**src/rtl/erq_ram.sv**
```systemverilog
// ----------------------------------------------------------------------------
// erq_ram: generic single-port-write, single-port-read RAM
// One write and one registered read per cycle.
// ----------------------------------------------------------------------------
module erq_ram #(
  parameter int WIDTH = 48,
  parameter int DEPTH = 64
) (
  input  logic                     clk,
  input  logic                     we,
  input  logic [$clog2(DEPTH)-1:0] waddr,
  input  logic [WIDTH-1:0]         wdata,
  input  logic [$clog2(DEPTH)-1:0] raddr,
  output logic [WIDTH-1:0]         rdata
);

  logic [WIDTH-1:0] mem [DEPTH];

  always_ff @(posedge clk) begin
    if (we) begin
      mem[waddr] <= wdata;
    end
    rdata <= mem[raddr];
  end

endmodule

```
**config.mk**
```make
export PLATFORM = sky130hd
export DESIGN_NAME = erq_ram
export DESIGN_NICKNAME = d
export VERILOG_FILES = /design/src/rtl/erq_ram.sv
export SDC_FILE = /design/constraint.sdc
export NUM_CORES = 2
export LEC_CHECK = 0
export ABC_AREA = 1
export ABC_CLOCK_PERIOD_IN_PS = 9000
export BUFFER_PORTS_ARGS = -buffer_cell sky130_fd_sc_hd__buf_2
export CAP_MARGIN = 10
export CORE_MARGIN = 8
export CORE_UTILIZATION = 25
export CTS_CLUSTER_DIAMETER = 40
export DETAILED_ROUTE_END_ITERATION = 6
export SYNTH_ARGS = -nofsm -noshare
export SYNTH_HDL_FRONTEND = slang
export SYNTH_SLANG_ARGS = --single-unit
```
**constraint.sdc**
```tcl
create_clock -name clk -period 9 [get_ports clk]
set_input_delay 0.9 -clock clk [delete_from_list [all_inputs] [get_ports clk]]
set_output_delay 0.9 -clock clk [all_outputs]
set_load 0.05 [all_outputs]
```
==> run metrics <==
sequential fraction of the synthesis area=between 70% and 80%; Area Overhead vs Synth=17.1%; top cell type's share of synthesized area=around three quarters; Core Area=between 400000 and 500000 µm²; max-cap check violation count=0; DRC viols=0; post-route ant nets=0; largest fanout on the critical path=95; Final Cycle Share=a little under half; global route total overflow=0; Clock Path Buffers=4; pwr dens=around 240 nW/µm²; Crit Path Category=in -> reg; worst path arrival time=~5.1 ns; Die X=721 µm; fmax=~0.24 GHz; largest net degree at the start of global routing=roughly 210; RR Startpoint=mem[1][28]; RSZ-0062 raised after global routing=no; Setup violations, final=0; Post-Place Setup Slack=slightly above 4 ns; hold_buf cts=0; Final WS setup=between 4 and 5 ns; fin. max-slew vios=0; Cells after Synth=~10000; relative max-transition margin=approximately 14%; initial DRC count=~11000; Final HPWL DP=204000 µm; status=finished clean; post-synth cell types=18; Via Count=82800; Reg clk slew, reported paths=0.06 ns; share of layout cells above drive strength 1=approximately a tenth; nets@finish=10200; post-DR vias/cell=a little under 5; Final Hold Vio Count=0; IO Count=110; min-delay src=wdata[28]; Die Area=520000 µm²; Synth area leaders=edfxtp_1 (74%), nand3_1 (12%), nand2_1 (10%); Die H=721 µm; final core occ=approximately 29%; Worst Tran Pin Value=approximately 1.3 ns; Worst setup SP type=primary input; vias in the first global route=slightly below 80000; peak supply drop=~0.00020 V; min Tclk post-route=about 4.2 ns; Root Buffer=clkbuf_16; initial core utilization=between 20% and 30%; yosys warns=0; cts bufs inserted=approximately 400; GRT Total Usage=between 10% and 20%; WP data required=9.83 ns; Syn Nets=10200; CP Capture Type=flop; Power Total=roughly 35000 µW; final wirelength=about 400000 µm; leak pwr=about 0.05 µW; # port buffers=about 110; CTS tree=yes; # rows=259; largest area contributor in the netlist=edfxtp_1; Post-CTS Resized=0; Worst setup startpoint=raddr[0]; CTS sink count=about 3100; synthesized flop and latch total=3120; first-pass GRT wire length=~570000 µm; Setup TNS Final=0 ns; R2R setup slack=7.33 ns; GPL Wtd Cong=between 0.7 and 0.8; Clock Latency Late Sink=just over 0.9 ns; final clock skew=0.0761 ns; DRT Pass-1 Iters=6; antenna violations before repair=43; DR WL/cell=around 23 µm; min-delay worst type=in -> reg; Post-Syn Area=124000 µm²; H-tree depth=5; synthesized area per cell=between 10 and 15 µm²; post-CTS setup buffers=0
cell usage after synthesis:
cell         n
buf_1       59
clkinv_1     2
inv_1        8
buf_6       68
buf_2      367
buf_8        6
edfxtp_1  3072
inv_2        1
buf_4       58
nand4_1      9
clkbuf_1   115
nor4_1       8
nor2_1      56
buf_12       1
nand2_1   3372
dfxtp_1     48
nand3_1   2857
inv_4        1
power by group:
group | leakage [µW] | switching (µW) | internal [µW]
logic | 0.0152 | 1420 | 406
registers | 0.0280 | 100 | 16100
clock network | 0.00670 | 6390 | 10200
total | 0.0499 | 7900 | 26700
cell families (layout without fill, tap and decap cells):
| family | after synthesis | in the layout | synth area share (%) |
|---|---|---|---|
| other | 0 | 70 | 0 |
| buffers and inverters | 686 | 1039 | 3.10 |
| DFF | 3120 | 3120 | 75.0 |
| and+or+nand+nor | 6302 | 6302 | 21.9 |
placed cells by master (no fill, tap or decap), types with 8 or more instances in the layout:
cell / count
nand2_1: 3372
edfxtp_1: 3072
nand3_1: 2857
clkbuf_16: 403
buf_4: 156
buf_2: 103
diode_2: 70
clkinv_2: 67
bufinv_16: 64
nor2_4: 56
clkinvlp_4: 49
dfxtp_1: 48
clkbuf_1: 38
clkinv_4: 35
clkinv_1: 33
inv_6: 28
buf_12: 20
clkbuf_8: 13
nand4_1: 9
inv_8: 8
nor4_2: 8
critical path, cell delays in order:
cell,delay (ns)
buf_8,0.44
buf_4,0.86
buf_4,0.69
buf_4,0.91
nand2_1,0.12
nand3_1,0.13
nand3_1,0.08
nand3_1,0.13
nand3_1,0.10
nand2_1,0.13
nand2_1,0.10
nand2_1,0.09
per-layer routing:
metal / global-route usage, % / up-vias / part of all wire, %
met1: 20.6 / 41100 / 41
met2: 22.6 / 4673 / 44
met3: 2.89 / 790 / 11
met4: 5.61 / 10 / 3.9
li1: - / 36200 / -
met5: 0 / - / 0.016
area by class of cell:
type,count,area [µm²]
flip-flops and latches,3120,93200
diodes,70,175
well taps,6655,8330
repair buffers,284,2160
inverters,12,91.3
fillers,49800,351000
clock inverters,290,3540
multi-input cells,6302,27700
clock buffers,453,10400
registers in the layout (all words and copies together) (netlist names):
name	cells
rdata	48
mem	3072
stage by stage:
step                instance area (µm²)  std cells  hold WS [ns]
floorplan                        124000      10100         0.721
global placement                 132000      16400         0.776
detailed placement               132000      16400         0.784
CTS                              145000      17100         0.458
global route                     146000      17200         0.414
finish                           146000      17200         0.440
worst paths after layout:
check / endpoint / cells past startpoint
max: rdata[11] / 12
min: mem[5][28] / 1
max reg2reg: rdata[28] / 8
min reg2reg: rdata[2] / 8
(Power assumes the default switching activity.)
