<file path="src/rtl/erq_pkg.sv">
// ----------------------------------------------------------------------------
// erq_pkg: shared definitions for the event ring queue
// Action codes, event kinds, compare modes and default sizes.
// ----------------------------------------------------------------------------
package erq_pkg;

  localparam int QUEUE_DEPTH_DEF  = 64;
  localparam int PAYLOAD_BITS_DEF = 32;

  localparam int ACT_W  = 3;
  localparam int KIND_W = 16;
  localparam int DATA_W = 32;
  localparam int OCC_W  = 7;
  localparam int EXT_W  = 64;   // widest payload the queue may store

  // actions
  localparam logic [ACT_W-1:0] ACT_ADD        = 3'd0;
  localparam logic [ACT_W-1:0] ACT_UNIQUE_ADD = 3'd1;
  localparam logic [ACT_W-1:0] ACT_GET        = 3'd2;
  localparam logic [ACT_W-1:0] ACT_FLUSH_PEN  = 3'd3;
  localparam logic [ACT_W-1:0] ACT_EMPTY      = 3'd4;
  localparam logic [ACT_W-1:0] ACT_SYS_QUERY  = 3'd5;
  localparam logic [ACT_W-1:0] ACT_KEY_QUERY  = 3'd6;

  // event kinds
  localparam logic [KIND_W-1:0] KIND_NIL      = 16'd0;
  localparam logic [KIND_W-1:0] KIND_PEN_DOWN = 16'd1;
  localparam logic [KIND_W-1:0] KIND_PEN_UP   = 16'd2;
  localparam logic [KIND_W-1:0] KIND_PEN_MOVE = 16'd3;
  localparam logic [KIND_W-1:0] KIND_KEY_DOWN = 16'd4;

  // compare modes of the kind matcher
  localparam logic [1:0] MATCH_SAME = 2'd0;  // kind equals reference
  localparam logic [1:0] MATCH_PEN  = 2'd1;  // any pen kind
  localparam logic [1:0] MATCH_SYS  = 2'd2;  // system event pending
  localparam logic [1:0] MATCH_KEY  = 2'd3;  // key down

  typedef struct packed {
    logic [1:0]        mode;
    logic [KIND_W-1:0] ref_kind;
    logic              skip_ups;
  } match_req_t;

endpackage

</file>
<file path="src/rtl/erq_kind_match.sv">
// ----------------------------------------------------------------------------
// erq_kind_match: kind compare unit
// Shared by every scan; the mode picks which kinds count as a hit.
// ----------------------------------------------------------------------------
module erq_kind_match (
  input  erq_pkg::match_req_t            req,
  input  logic [erq_pkg::KIND_W-1:0]     kind,
  output logic                           hit
);

  logic is_down, is_up, is_move, is_key;

  assign is_down = (kind == erq_pkg::KIND_PEN_DOWN);
  assign is_up   = (kind == erq_pkg::KIND_PEN_UP);
  assign is_move = (kind == erq_pkg::KIND_PEN_MOVE);
  assign is_key  = (kind == erq_pkg::KIND_KEY_DOWN);

  always_comb begin
    unique case (req.mode)
      erq_pkg::MATCH_SAME: hit = (kind == req.ref_kind);
      erq_pkg::MATCH_PEN:  hit = is_down || is_up || is_move;
      erq_pkg::MATCH_SYS:  hit = is_down || is_move || is_key || (is_up && !req.skip_ups);
      erq_pkg::MATCH_KEY:  hit = is_key;
      default:             hit = 1'b0;
    endcase
  end

endmodule

</file>
<file path="config.mk">
export PLATFORM = sky130hd
export DESIGN_NAME = erq_kind_match
export DESIGN_NICKNAME = d
export VERILOG_FILES = /design/src/rtl/erq_pkg.sv /design/src/rtl/erq_kind_match.sv
export SDC_FILE = /design/constraint.sdc
export NUM_CORES = 1
export LEC_CHECK = 0
export BUFFER_PORTS_ARGS = -buffer_cell sky130_fd_sc_hd__buf_2
export CORE_AREA = 2 2 39 41
export DETAILED_ROUTE_END_ITERATION = 10
export DIE_AREA = 0 0 41 43
export PLACE_DENSITY = 0.58
export SYNTH_ARGS = -nofsm -noshare
export SYNTH_HDL_FRONTEND = slang
export SYNTH_SLANG_ARGS = --single-unit
export TNS_END_PERCENT = 30
</file>
<file path="constraint.sdc">
create_clock -name vclk -period 2.6
set_clock_uncertainty 0.2 [all_clocks]
set_input_delay 0.26 -clock vclk [all_inputs]
set_output_delay 0.26 -clock vclk [all_outputs]
set_load 0.01 [all_outputs]
</file>
==> metrics.md, run 1 <==
| Metric | Value |
|---|---|
| Status | complete, no violations |
| Mapped Nets | 68 |
| Placer Congestion | 0.769 |
| Final Setup Violations | 0 |
| Core Footprint | 0.00138 mm^2 |
| Crit Path Category | in -> out |
| Critical Path End Type | output pin |
| Hold Crit Depth | 5 |
| Nets | 106 |
| Post-Syn Instances | 33 |
| Hold Vio Cnt, Final | 0 |
| Post-route setup TNS | 0 ps |
| Synth unique cells | 14 |
| DRT Pass-1 Iters | 1 |
| Startpoint Class | input port |
| Register area | 0 um^2 |
| I/O pin count | 36 |
| Sequential area share after synthesis | 0% |
| WL per Instance | 9.20 um |
| Warnings from Yosys | 0 |
| Max-cap violation count | 0 |
| Post-placement cell count | 85 |
| Ranking of synthesized cells by area | xor2_1, nor4_2, nor4_1, or4_1, nand3_1 |
| CP arrival | 1420 ps |
| Crit-path max FO | 2 |
| Drt initial violations | 0 |
| Leakage Power | 0.229 nW |
| Slew @ Worst Pin | 260 ps |
| Synth Area per Inst | 7.73 um^2 |
| Port bufs | 36 |
| GRT Util Overall | 9.19% |
| RSZ-0062 raised after global routing | no |
| Fmax achieved | 532 MHz |
| Number of global-route vias before repair | 373 |
| Antenna Cells | 0 |
| Final ANT Viol Nets | 0 |
| Layout cell share with drive strength beyond 1 | 55.1% |
| Cell row count | 14 |
| Total wire length | 782 um |
| Vias | 369 |
| Hold Path Class | in -> out |
| PwrDens | 130 mW/mm^2 |
| Fillcell total | 166 |
| Slew headroom | 82.5% |
| Full die area | 0.00176 mm^2 |
| Post-synth top area share | 51.5% |
| Via density | 4.34 |
| Most frequent cells in the layout | buf_2, xor2_1, nor4_1 |
| Largest net degree at the start of global routing | 5 |
| Hold buffers post-CTS | 0 |
| Area grow syn2layout | 78.4% |
| Initial antenna violation count | 0 |
| Peak VDD IR | 0.0000376 V |
| DRC viols | 0 |
| Die H | 43 um |
| Dpl hpwl | 744 um |
| Seq Cell Count | 0 |
| Clk_buf instances | 0 |
| Fin crit share | 72.3% |
| Tmin final | 1880 ps |
| Mapped cell area | 255 um^2 |
| Commonest non-fill, non-tap cell in the layout | buf_2 |
| Initial core utilization | 18.4% |
| CP required | 2140 ps |
| Global-route wire length before repair | 1220 um |
| Top cell type by total area after synthesis | xor2_1 |
| Final non-filler cell total | 85 |
| CTS resizes | 0 |
| Chip width | 41 um |
| Post-CTS setup buffers | 0 |
| Gr ovfl total | 0 |
| Final slew viol count | 0 |
-- path summary, 6_finish.rpt --
kind                     from  end  slack, ps
worst min-delay path  kind[6]  hit        720
worst max-delay path  kind[5]  hit        720
-- kinds of logic after synthesis --
logic type / count (synthesis) / synth area share (%)
simple gates: 11 / 30.4
compound gates: 6 / 14.7
xor+xnor: 16 / 54.9
-- stage by stage --
step | hold slack [ps] | worst slack (ps) | power, W | instance area, um^2 | util (%)
floorplan | 492 | 951 | 0.0000222 | 255 | -
global placement | 718 | 714 | 0.0000600 | 455 | 32.9
detailed placement | 724 | 677 | 0.0000600 | 455 | 32.9
CTS | 726 | 678 | 0.0000603 | 455 | 32.9
global route | 765 | 582 | 0.0000657 | 455 | 32.9
finish | 715 | 720 | 0.0000593 | 455 | 32.9
-- critical path, stage by stage --
cell	delay, ps
buf_2	110
or4_1	540
nor4_2	150
o2111ai_1	130
o21ai_1	90
buf_2	140
-- Yosys cell counts (all sizes together) --
| library cell | count |
|---|---|
| nor4 | 5 |
| a21o | 1 |
| or4 | 2 |
| xnor2 | 1 |
| nor2 | 1 |
| a31oi | 1 |
| xor2 | 15 |
| nor3 | 1 |
| nand3 | 2 |
| a21oi | 1 |
| o2111ai | 1 |
| o21ai | 2 |
-- metal layers --
metal	up-vias	routed length, um	global-route usage [%]
met5	-	0	0
met4	0	12	1.33
met3	2	70	0
met2	21	376	16.6
met1	148	323	11.7
li1	198	-	-
-- layout make-up --
type	count	area (um^2)	area share, %
multi-input cells	33	255	56.0
repair buffers	36	180	39.6
well taps	16	20.0	4.40
-- report_power, final --
group / internal [W] / switching (W)
logic: 0.0000329 / 0.0000264
registers: 0 / 0
clock network: 0 / 0
total: 0.0000329 / 0.0000264
Power figures use the tool's default switching activity.
==> inputs of run 2 (changes only) <==
ABC_AREA = 1   (was default)
PLACE_DENSITY = 0.7   (was 0.58)
clock period = 1.82 ns   (was 2.6 ns; I/O delays follow)
==> run 2 against run 1 <==
Compared with the run above: power rose by 80%; routed wire length rose by 36%; synthesized area rose by 58%; die area did not move; via count rose by 60%; first-iteration DRC count rose by 3; critical path depth did not move; hold slack got worse by 84 ps.
==> metrics.md, run 2 <==
| Metric | Value |
|---|---|
| CP arrival | 970 ps |
| Leakage Power | 0.423 nW |
| Total wire length | 1070 um |
| Nets | 166 |
| Fillcell total | 158 |
| CP required | 1440 ps |
| Hold Crit Depth | 7 |
| Antenna Cells | 0 |
| Final Setup Violations | 0 |
| Sequential area share after synthesis | 0% |
| Mapped cell area | 403 um^2 |
| Fmax achieved | 740 MHz |
| Placer Congestion | 0.741 |
| Tmin final | 1350 ps |
| Gr ovfl total | 0 |
| Final slew viol count | 0 |
| Post-Syn Instances | 93 |
| Tot Pwr | 0.000107 W |
| Post-synth top area share | 35.4% |
| Critical Path End Type | output pin |
| Mapped Nets | 128 |
| Initial antenna violation count | 0 |
| Initial core utilization | 29.1% |
| Hold buffers post-CTS | 0 |
| Max-cap violation count | 0 |
| Global-route wire length before repair | 1670 um |
| Layout cell share with drive strength beyond 1 | 28.7% |
| Area grow syn2layout | 49.7% |
| WL per Instance | 7.34 um |
| Clk_buf instances | 0 |
| RSZ-0062 raised after global routing | no |
| Hold Vio Cnt, Final | 0 |
| Fin area | 603 um^2 |
| DRT Pass-1 Iters | 4 |
| Cell row count | 14 |
| DRC viols | 0 |
| Synth unique cells | 10 |
| Port bufs | 36 |
| Startpoint Class | input port |
| Most common cell in the synthesized netlist | nand2_1 |
| Drt initial violations | 3 |
| Final ANT Viol Nets | 0 |
| Largest net degree at the start of global routing | 5 |
| Slew @ Worst Pin | 176 ps |
| Crit path setup slack, layout | 469 ps |
| Die H | 43 um |
| Warnings from Yosys | 0 |
| Post-CTS setup buffers | 0 |
| Dpl ws | 470 ps |
| Via density | 4.06 |
| Top cell type by total area after synthesis | nand2_1 |
| Status | complete, no violations |
| Crit-path max FO | 3 |
| Core Footprint | 0.00138 mm^2 |
| Hold Worst Slack | 632 ps |
| Dpl hpwl | 986 um |
| Vias | 589 |
| PwrDens | 177 mW/mm^2 |
| Most frequent cells in the layout | nand2_1, buf_2, inv_1 |
| Number of global-route vias before repair | 483 |
| Area after DPL | 603 um^2 |
| Top cells by count, synth | nand2_1, inv_1, nor2_1 |
| Commonest non-fill, non-tap cell in the layout | nand2_1 |
| Peak VDD IR | 0.0000628 V |
| Crit Path Category | in -> out |
| I/O pin count | 36 |
| Hold Path Class | in -> out |
| Register area | 0 um^2 |
| Ranking of synthesized cells by area | nand2_1, inv_1, nor2_1, xnor2_1, nand3_1 |
| Synth Area per Inst | 4.33 um^2 |
| Slew headroom | 88.1% |
| Full die area | 0.00176 mm^2 |
| Fin crit share | 74.2% |
| Seq Cell Count | 0 |
| GRT Util Overall | 12.6% |
| CTS resizes | 0 |
| Post-route setup TNS | 0 ps |
| Chip width | 41 um |
## run 2: cell types whose count changed after synthesis, moves of 11 or more
| cell | previous run | this run |
|---|---|---|
| inv_1 | 0 | 24 |
| nand2_1 | 0 | 38 |
| nor2_1 | 1 | 12 |
| xor2_1 | 15 | 0 |
## run 2: cells by family after synthesis
| family | after synthesis | share of synthesized area [%] |
|---|---|---|
| simple gates | 62 | 65.2 |
| buf+inv | 24 | 22.4 |
| xor+xnor | 4 | 8.69 |
| compound gates | 3 | 3.73 |
## run 2: final cells by class
class	instances	area [um^2]	share of cell area [%]
multi-input combinational	69	313	51.9
timing repair buffer	36	180	29.9
inverter	24	90.1	14.9
tap	16	20.0	3.32
## run 2: worst max-delay path: stages
cell	delay, ps
buf_2	110
or2_1	230
nor3b_2	170
nand4_1	90
nand2_1	70
buf_2	120
## run 2: final timing paths
check                from  slack, ps  endpoint
setup / recovery  kind[5]        470       hit
hold / removal     req[2]        630       hit
## run 2: per-stage QoR
stage                     cells  util (%)
after global routing        145      43.6
after floorplan              93         -
after detailed placement    145      43.6
after global placement      145      43.6
final                       145      43.6
after CTS                   145      43.6
## run 2: metal layers
layer / up-vias / track usage, % / part of all wire [%]
li1: 342 / - / -
met1: 234 / 15.8 / 43
met2: 13 / 23.8 / 52
met3: 0 / 0 / 5.0
met4: 0 / 0 / 0
met5: - / 0 / 0
## run 2: power by group
part           total (W)  switching [W]  internal [W]
clock network          0              0             0
logic           0.000107      0.0000526     0.0000541
registers              0              0             0
total           0.000107      0.0000526     0.0000541
